$ cat src/dbpd_pkg.sv
`default_nettype none

package dbpd_pkg;

  localparam int DistW = 8;
  localparam int TickW = 16;
  localparam int CfgIdxW = 3;
  localparam int CfgDataW = 16;

  localparam logic [DistW-1:0] DefNoObjectCode = 8'd255;
  localparam logic [TickW-1:0] DefIdleOffTicks = 16'd100;
  localparam logic [TickW-1:0] DefSteadyOnTicks = 16'd100;
  localparam logic [TickW-1:0] DefSteadyOffTicks = 16'd100;

  typedef enum logic [CfgIdxW-1:0] {
    REG_FAR_LIMIT      = 3'd0,
    REG_MID_LIMIT      = 3'd1,
    REG_NEAR_LIMIT     = 3'd2,
    REG_CONTACT_LIMIT  = 3'd3,
    REG_BEEP_ON_TICKS  = 3'd4,
    REG_FAR_OFF_TICKS  = 3'd5,
    REG_MID_OFF_TICKS  = 3'd6,
    REG_NEAR_OFF_TICKS = 3'd7
  } reg_idx_t;

  typedef enum logic [2:0] {
    LVL_SILENT = 3'd0,
    LVL_FAR    = 3'd1,
    LVL_MID    = 3'd2,
    LVL_NEAR   = 3'd3,
    LVL_STEADY = 3'd4
  } level_t;

  typedef struct packed {
    logic [DistW-1:0] far_limit;
    logic [DistW-1:0] mid_limit;
    logic [DistW-1:0] near_limit;
    logic [DistW-1:0] contact_limit;
    logic [TickW-1:0] beep_on_ticks;
    logic [TickW-1:0] far_off_ticks;
    logic [TickW-1:0] mid_off_ticks;
    logic [TickW-1:0] near_off_ticks;
  } cfg_t;

  typedef struct packed {
    logic   speaker_on;
    level_t alarm_level;
  } result_t;

endpackage

`default_nettype wire

$ cat src/distance_beep_pattern_driver.sv
// A word accepted into the input register moves into the result register, and so to
// the output, once the result register is free or being drained.
// Throughput: one word per cycle unless the output stalls; the input and result registers
// overlap, and the beep state is updated as a word moves into the result register.
// Reset (rst, synchronous, active high) restores register defaults, the silent level
// and an empty pipeline; no clearing pass is needed.
`default_nettype none

module distance_beep_pattern_driver
  import dbpd_pkg::*;
#(
  parameter logic [DistW-1:0] NO_OBJECT_CODE   = DefNoObjectCode,
  parameter logic [TickW-1:0] IDLE_OFF_TICKS   = DefIdleOffTicks,
  parameter logic [TickW-1:0] STEADY_ON_TICKS  = DefSteadyOnTicks,
  parameter logic [TickW-1:0] STEADY_OFF_TICKS = DefSteadyOffTicks
) (
  input  wire logic                clk,
  input  wire logic                rst,
  input  wire logic                cfg_write,
  input  wire logic [CfgIdxW-1:0]  cfg_index,
  input  wire logic [CfgDataW-1:0] cfg_data,
  input  wire logic                in_valid,
  output logic                     in_stall,
  input  wire logic [DistW-1:0]    nearest_distance,
  output logic                     out_valid,
  input  wire logic                out_stall,
  output logic                     speaker_on,
  output logic [2:0]               alarm_level
);

  cfg_t             cfg;
  result_t          result;
  logic             s1_valid;
  logic [DistW-1:0] s1_distance;
  logic             advance;
  logic             in_take;

  dbpd_cfg u_cfg (
    .clk       (clk),
    .rst       (rst),
    .cfg_write (cfg_write),
    .cfg_index (cfg_index),
    .cfg_data  (cfg_data),
    .cfg       (cfg)
  );

  dbpd_core #(
    .NO_OBJECT_CODE   (NO_OBJECT_CODE),
    .IDLE_OFF_TICKS   (IDLE_OFF_TICKS),
    .STEADY_ON_TICKS  (STEADY_ON_TICKS),
    .STEADY_OFF_TICKS (STEADY_OFF_TICKS)
  ) u_core (
    .clk      (clk),
    .rst      (rst),
    .advance  (advance),
    .distance (s1_distance),
    .cfg      (cfg),
    .result   (result)
  );

  // A word moves on whenever the result register is empty or being drained.
  assign advance  = s1_valid && !(out_valid && out_stall);
  assign in_stall = s1_valid && !advance;
  assign in_take  = in_valid && !in_stall;

  always_ff @(posedge clk) begin
    if (rst) begin
      s1_valid  <= 1'b0;
      out_valid <= 1'b0;
    end else begin
      if (in_take) begin
        s1_valid <= 1'b1;
      end else if (advance) begin
        s1_valid <= 1'b0;
      end
      if (advance) begin
        out_valid <= 1'b1;
      end else if (!out_stall) begin
        out_valid <= 1'b0;
      end
    end
  end

  always_ff @(posedge clk) begin
    if (in_take) begin
      s1_distance <= nearest_distance;
    end
    if (advance) begin
      speaker_on  <= result.speaker_on;
      alarm_level <= result.alarm_level;
    end
  end

  a_no_overrun: assert property (@(posedge clk) disable iff (rst)
    s1_valid && !advance |=> s1_valid && $stable(s1_distance))
    else $error("held input word lost");

  a_level_range: assert property (@(posedge clk) disable iff (rst)
    out_valid |-> alarm_level <= LVL_STEADY)
    else $error("alarm level out of range");

  a_advance_fills: assert property (@(posedge clk) disable iff (rst)
    advance |=> out_valid)
    else $error("result register not loaded");

endmodule

`default_nettype wire

$ cat src/dbpd_cfg.sv
`default_nettype none

module dbpd_cfg
  import dbpd_pkg::*;
(
  input  wire logic                clk,
  input  wire logic                rst,
  input  wire logic                cfg_write,
  input  wire logic [CfgIdxW-1:0]  cfg_index,
  input  wire logic [CfgDataW-1:0] cfg_data,
  output cfg_t                     cfg
);

  always_ff @(posedge clk) begin
    if (rst) begin
      cfg.far_limit      <= 8'd150;
      cfg.mid_limit      <= 8'd100;
      cfg.near_limit     <= 8'd60;
      cfg.contact_limit  <= 8'd35;
      cfg.beep_on_ticks  <= 16'd100;
      cfg.far_off_ticks  <= 16'd400;
      cfg.mid_off_ticks  <= 16'd200;
      cfg.near_off_ticks <= 16'd100;
    end else if (cfg_write) begin
      case (reg_idx_t'(cfg_index))
        REG_FAR_LIMIT:      cfg.far_limit      <= cfg_data[DistW-1:0];
        REG_MID_LIMIT:      cfg.mid_limit      <= cfg_data[DistW-1:0];
        REG_NEAR_LIMIT:     cfg.near_limit     <= cfg_data[DistW-1:0];
        REG_CONTACT_LIMIT:  cfg.contact_limit  <= cfg_data[DistW-1:0];
        REG_BEEP_ON_TICKS:  cfg.beep_on_ticks  <= cfg_data[TickW-1:0];
        REG_FAR_OFF_TICKS:  cfg.far_off_ticks  <= cfg_data[TickW-1:0];
        REG_MID_OFF_TICKS:  cfg.mid_off_ticks  <= cfg_data[TickW-1:0];
        REG_NEAR_OFF_TICKS: cfg.near_off_ticks <= cfg_data[TickW-1:0];
        default: ;
      endcase
    end
  end

endmodule

`default_nettype wire

$ cat src/dbpd_core.sv
`default_nettype none

module dbpd_core
  import dbpd_pkg::*;
#(
  parameter logic [DistW-1:0] NO_OBJECT_CODE   = DefNoObjectCode,
  parameter logic [TickW-1:0] IDLE_OFF_TICKS   = DefIdleOffTicks,
  parameter logic [TickW-1:0] STEADY_ON_TICKS  = DefSteadyOnTicks,
  parameter logic [TickW-1:0] STEADY_OFF_TICKS = DefSteadyOffTicks
) (
  input  wire logic             clk,
  input  wire logic             rst,
  input  wire logic             advance,
  input  wire logic [DistW-1:0] distance,
  input  cfg_t                  cfg,
  output result_t               result
);

  logic [DistW-1:0] held_distance, held_distance_next;
  logic [TickW-1:0] on_length, on_length_next;
  logic [TickW-1:0] off_length, off_length_next;
  logic [TickW-1:0] phase_count, phase_count_next;
  logic             phase_high, phase_high_next;
  logic             silent_mark, silent_mark_next;
  logic             steady_mark, steady_mark_next;
  logic             drive_level, drive_level_next;
  level_t           level_held, level_held_next;

  // Level selection runs only when the distance differs from the held one.
  always_comb begin
    held_distance_next = held_distance;
    on_length_next     = on_length;
    off_length_next    = off_length;
    silent_mark_next   = silent_mark;
    steady_mark_next   = steady_mark;
    level_held_next    = level_held;
    if (distance != held_distance) begin
      held_distance_next = distance;
      silent_mark_next   = 1'b0;
      steady_mark_next   = 1'b0;
      if (distance > cfg.far_limit) begin
        held_distance_next = NO_OBJECT_CODE;
        on_length_next     = '0;
        off_length_next    = IDLE_OFF_TICKS;
        silent_mark_next   = 1'b1;
        level_held_next    = LVL_SILENT;
      end else if (distance > cfg.mid_limit) begin
        on_length_next  = cfg.beep_on_ticks;
        off_length_next = cfg.far_off_ticks;
        level_held_next = LVL_FAR;
      end else if (distance > cfg.near_limit) begin
        on_length_next  = cfg.beep_on_ticks;
        off_length_next = cfg.mid_off_ticks;
        level_held_next = LVL_MID;
      end else if (distance > cfg.contact_limit) begin
        on_length_next  = cfg.beep_on_ticks;
        off_length_next = cfg.near_off_ticks;
        level_held_next = LVL_NEAR;
      end else begin
        on_length_next   = STEADY_ON_TICKS;
        off_length_next  = STEADY_OFF_TICKS;
        steady_mark_next = 1'b1;
        level_held_next  = LVL_STEADY;
      end
    end
  end

  // Phase counter: on expiry toggles the phase, or holds it low while silent, and reloads from the new lengths.
  always_comb begin
    phase_count_next = phase_count;
    phase_high_next  = phase_high;
    drive_level_next = drive_level;
    if (phase_count != '0) begin
      phase_count_next = phase_count - 1'b1;
    end else if (!silent_mark_next) begin
      if (!phase_high) begin
        phase_high_next  = 1'b1;
        phase_count_next = on_length_next;
        drive_level_next = 1'b1;
      end else begin
        phase_high_next  = 1'b0;
        phase_count_next = off_length_next;
        if (!steady_mark_next) begin
          drive_level_next = 1'b0;
        end
      end
    end else begin
      phase_high_next  = 1'b0;
      phase_count_next = off_length_next;
      drive_level_next = 1'b0;
    end
  end

  assign result.speaker_on  = drive_level_next;
  assign result.alarm_level = level_held_next;

  always_ff @(posedge clk) begin
    if (rst) begin
      held_distance <= NO_OBJECT_CODE - 1'b1;
      on_length     <= '0;
      off_length    <= IDLE_OFF_TICKS;
      phase_count   <= '0;
      phase_high    <= 1'b0;
      silent_mark   <= 1'b1;
      steady_mark   <= 1'b1;
      drive_level   <= 1'b0;
      level_held    <= LVL_SILENT;
    end else if (advance) begin
      held_distance <= held_distance_next;
      on_length     <= on_length_next;
      off_length    <= off_length_next;
      phase_count   <= phase_count_next;
      phase_high    <= phase_high_next;
      silent_mark   <= silent_mark_next;
      steady_mark   <= steady_mark_next;
      drive_level   <= drive_level_next;
      level_held    <= level_held_next;
    end
  end

  // The high phase always has the speaker sounding.
  a_high_drives: assert property (@(posedge clk) disable iff (rst)
    phase_high |-> drive_level)
    else $error("high phase with speaker off");

  a_silent_level: assert property (@(posedge clk) disable iff (rst)
    silent_mark |-> level_held == LVL_SILENT)
    else $error("silent mark at a sounding level");

  a_steady_marks: assert property (@(posedge clk) disable iff (rst)
    level_held == LVL_STEADY |-> steady_mark && !silent_mark)
    else $error("continuous level with wrong marks");

  // A running phase finishes first; the speaker is forced off when it expires.
  a_silent_quiet: assert property (@(posedge clk) disable iff (rst)
    advance && silent_mark_next && phase_count == '0 |=> !drive_level && !phase_high)
    else $error("speaker driven while silent");

endmodule

`default_nettype wire
$ cat config.mk
export PLATFORM = sky130hd
export DESIGN_NAME = distance_beep_pattern_driver
export DESIGN_NICKNAME = d
export VERILOG_FILES = /design/src/dbpd_pkg.sv /design/src/distance_beep_pattern_driver.sv /design/src/dbpd_cfg.sv /design/src/dbpd_core.sv
export SDC_FILE = /design/constraint.sdc
export NUM_CORES = 1
export LEC_CHECK = 0
export BUFFER_PORTS_ARGS = -buffer_cell sky130_fd_sc_hd__buf_2
export CORE_ASPECT_RATIO = 0.5
export CORE_MARGIN = 2
export CORE_UTILIZATION = 55
export DETAILED_ROUTE_END_ITERATION = 7
export GPL_ROUTABILITY_DRIVEN = 0
export PLACE_DENSITY = 0.72
export REMOVE_ABC_BUFFERS = 1
export SLEW_MARGIN = 20
export SYNTH_ARGS = -nofsm -noshare
export SYNTH_HDL_FRONTEND = slang
export SYNTH_HIERARCHICAL = 1
export SYNTH_SLANG_ARGS = --single-unit
$ cat constraint.sdc
create_clock -name clk -period 7.9 [get_ports clk]
set_input_delay 1.975 -clock clk [delete_from_list [all_inputs] [get_ports clk]]
set_output_delay 1.975 -clock clk [all_outputs]
set_load 0.1 [all_outputs]
After elaboration in Yosys (flattened, before gate mapping) --
Cells that the tools add are included.
Word-level totals: flip-flop bits (word level) 173, input bits 32, output and inout port bits 6, logic and storage cells 93
Operators by class: add/sub/neg operators 1, $lt $le $gt $ge 4, equality and inequality tests 9, muxes and demuxes 36, bitwise gates (word level) 1, reduce and logical (&&, ||, !) cells 20
Operators by type and width (number):
- 2-to-1 mux 16 bit | 13
- > comparator 8 bit | 4
- AND reduction 2 bit | 10
- 2-to-1 mux 1 bit | 17
- nonzero test 16 bit | 1
- subtractor 16 x 1 -> 16 bit (second input constant) | 1
- 2-to-1 mux 3 bit | 5
- == test 3 bit (second input constant) | 4
- 2-to-1 mux 8 bit | 1
- inequality test 8 bit | 1
- == test 3 x 2 -> 1 bit (second input constant) | 2
- logical AND 1 bit | 4
- == test 3 x 1 -> 1 bit (second input constant) | 1
- logical NOT 1 bit | 3
- logical NOT 3 bit | 1
- inequality test 2 x 1 -> 1 bit (second input constant) | 1
- nonzero test 2 bit | 1
- inverter 1 bit | 1

Logic depth before layout (Yosys ltp) --
depth after elaboration 10, mapped depth 12, mapped depth without buffers 9

Hierarchy --
The synthesis kept the hierarchy.
Modules (own cells, without submodules):
- dbpd_core | instances 1, cells an instance 545, area an instance 4460.5 µm², seq. area each 1261.2 µm²
- dbpd_cfg | instances 1, cells an instance 352, area an instance 3811.2 µm², seq. area each 1921.8 µm²
- distance_beep_pattern_driver | instances 1, cells an instance 22, area an instance 446.7 µm², seq. area each 400.4 µm²

Worst setup path after synthesis --
OpenSTA, ideal clock, no wires.
path type input port to output port, start point in out_stall, end point out in_stall, data arrival time 2.710 ns, data required time 5.925 ns, path slack 3.215 ns, cell stages on the path 2, path buffers 0, cell sequence nand3_2 > inv_1
Between the ends: longest elaborated chain between the ends 5
RTL lines:
- start, declared | RTL line distance_beep_pattern_driver.sv:26 | input wire logic out_stall,
- logical AND 1 bit | RTL line distance_beep_pattern_driver.sv:62 | assign advance = s1_valid && !(out_valid && out_stall);
- logical NOT 1 bit | RTL line distance_beep_pattern_driver.sv:62
- logical AND 1 bit | RTL line distance_beep_pattern_driver.sv:62
- logical NOT 1 bit | RTL line distance_beep_pattern_driver.sv:63 | assign in_stall = s1_valid && !advance;
- logical AND 1 bit | RTL line distance_beep_pattern_driver.sv:63
- end, declared | RTL line distance_beep_pattern_driver.sv:23 | output logic in_stall,
No other way between the ends.

Worst setup path after layout --
start point in out_stall, end point reg u_core.on_length[8]
Between the ends: longest elaborated chain between the ends 3
RTL lines:
- logical AND 1 bit | RTL line distance_beep_pattern_driver.sv:62
- logical NOT 1 bit | RTL line distance_beep_pattern_driver.sv:62
- logical AND 1 bit | RTL line distance_beep_pattern_driver.sv:62
- via advance | RTL line distance_beep_pattern_driver.sv:35 | logic advance;
- end signal, assigned | RTL line dbpd_core.sv:110 | on_length <= on_length_next;
- end, declared | RTL line dbpd_core.sv:20 | logic [TickW-1:0] on_length, on_length_next;
The timed path passes the listed nets, and every way through them passes these cells. A chain may end at the register's enable or synchronous reset.

==> results.ini <==
[timing]
slew_viol_final = 0
fmax_mhz = 211.4
clock_skew_ns = 0.01532
tightest_slew_ns = 0.9734
setup_violations = 0
fin_setup_tns_ns = 0
period_needed_ns = 4.731
rsz0062_at_grt = false
post-route-period-util_pct = 59.89
timing.max_slew.rel_slack_pct = 35.11
whs_ns = 0.4549
hold_viol_final = 0

[final_layout]
layout_commonest_cell = dfxtp_1
antennaDiodeCount = 0
post-route-util_pct = 61.48
nets = 986
layout.cells.most_common_list = dfxtp_1, mux2i_1, nand2b_1
area_growth_pct = 8.984
finish.instance_area_mm2 = 0.009502
final_layout_size_suffix_gt1_share_pct = 11.04
fillCellCount = 1291

[routing]
postRouteAntennaNets = 0
drt_pass1_iterations = 5
drt_iter0_drc = 577
via_per_inst = 6.133
num_vias = 6973
drc = 0
routedWlPerCell_um = 19.00
routed_wl_um = 21610

[floorplanning]
core_area_mm2 = 0.01545
initial_utilization_pct = 56.41
chipWidth_um = 182.1
io_pins = 38
die_h_um = 93.03
rows = 32
die_area_mm2 = 0.01694

[flow_run]
cap_violations = 0

[synth]
synth_cell_types = 74
synth_area_leaders = dfxtp_1, mux2i_1, nand2b_1
synth.yosys.seq_area_share_pct = 41.10
syn_area_mm2 = 0.008718
yosysTopAreaCellShare_pct = 36.97
ys_ff_latch = 173
netlist.top_cell.by_area = dfxtp_1
syn_avg_cell_area_um2 = 9.487
synth_warnings = 6
synth_ff_type = dfxtp_1
synth_edf_count = 12
synthArstFlopShare_pct = 0
synthCells = 919

[clock_tree]
clk_path_buf_depth = 2
cts_tree = built
cts-root-buf = clkbuf_16
clkTransAtPathRegs_ns = 0.07
cts.sinks = 173
post_cts_buffers = 0
insertion_delay_ns = 0.43
htreeDepth = 4
holdBufCountCts = 0
cts_buffers = 17
post_cts_resized = 0

[power_and_ir_drop]
ir_drop_uv = 183.2
p_leak_nw = 3.929
power_mw = 2.522
powerDensity_mw_per_mm2 = 265.5

[critical_path]
cpMostUsedCell = buf_4
endpoint_kind = flop
slowest_stage = a21oi_1
slowest_delay_ns = 0.82
rrSetupSlack_ns = 4.45
critPathKind = in2reg
cp.required_ns = 8.26
cp.arrival_ns = 5.09
critical-path-top-delay-family = compound AO/OA/AOI/OAI gates
cp_max_fo = 37
crit_chain = buf_2, a21boi_2, buf_4, inv_1, a21oi_1, o21ai_1, a31oi_1, buf_4, a22oi_1, nor2_1
crit_buf_inv = 4
start_kind = primary input

[worst_hold_path]
min_path_type = reg2reg

[place]
placed_area_mm2 = 0.008916
place_hpwl_um = 13460
port_buffers = 37

[global_routing]
grt_max_degree = 86
grtUsageTotal_pct = 26.65
antenna_found_initial = 0
grt_pass1_wl_um = 35400
grt_pass1_vias = 6773
overflow = 0

[outcome]
status = complete, no violations

## cell usage after synthesis (3+ instances only)
library cell,count
a21o_1,3
a21oi_1,32
a221oi_1,27
a22oi_1,17
a31oi_1,7
a32oi_1,18
and4b_1,3
buf_2,25
buf_4,4
buf_6,7
clkbuf_1,30
dfxtp_1,161
edfxtp_1,12
ha_1,34
inv_1,48
mux2i_1,97
nand2_1,19
nand2b_1,94
nand3_1,5
nand4_1,7
nand4bb_1,3
nor2_1,85
nor2b_1,4
nor3_1,18
nor4_1,3
o211ai_1,4
o21a_1,14
o21ai_0,30
o21bai_1,3
o22ai_1,11
o311ai_0,13
o32ai_1,13
or3_1,5
xor2_1,8
## final cells by class
type	count	area (µm²)	area share, %
clock buffer	18	429.2	4.517
clock inverter	14	156.4	1.646
inverter	48	180.2	1.896
multi-input combinational	628	4597	48.38
sequential	173	3583	37.71
tap	204	255.2	2.686
timing repair buffer	52	300.3	3.160
## registers in the layout (all words and copies together) (netlist names)
register              count
alarm_level               3
u_core/phase_high         1
u_core/silent_mark        1
u_cfg/cfg                96
s1_valid                  1
s1_distance               8
u_core/on_length         16
u_core/steady_mark        1
out_valid                 1
u_core/drive_level        1
u_core/level_held         3
u_core/phase_count       16
speaker_on                1
u_core/off_length        16
u_core/held_distance      8
## cells by family after synthesis
| kind of cell | Yosys count | synth area share (%) |
|---|---|---|
| flops | 173 | 41.10 |
| mux | 97 | 11.14 |
| fa+ha+maj | 34 | 4.879 |
| compound gates | 217 | 18.10 |
| buf+inv | 118 | 6.458 |
| xor+xnor | 9 | 0.9042 |
| simple gates | 271 | 17.42 |
## path summary, 6_finish.rpt
| path | start | depth (start not counted) | to |
|---|---|---|---|
| worst min-delay path | u_core/on_length[5] | 2 | u_core/on_length[5] |
| worst max register to register | s1_valid | 9 | u_core/on_length[8] |
| worst min register to register | u_core/on_length[5] | 2 | u_core/on_length[5] |
| worst max-delay path | out_stall | 10 | u_core/on_length[8] |
## routing by layer
metal	global-route usage [%]	up-vias	routed length [µm]
li1	-	3348	-
met1	36.29	3392	10360
met2	42.37	205	9716
met3	5.218	28	1169
met4	9.946	0	362
met5	0	-	0
## worst min-delay path, stage by stage (launching register included)
cell and delay [ns]:
dfxtp_1 0.31, nand2_1 0.05, a21oi_1 0.05
## power by group
part,internal [mW],switching (mW)
registers,0.950,0.0658
logic,0.243,0.414
clock network,0.474,0.377
total,1.67,0.856
## metrics by stage
stage / setup slack [ns] / instances
3_5_place_dp: 2.912 / 1105
3_3_place_gp: 3.063 / 1105
5_1_grt: 2.930 / 1137
2_1_floorplan: 1.482 / 849
6_report: 3.169 / 1137
4_1_cts: 3.241 / 1137
Note: power is estimated with default switching activity, not from simulation.
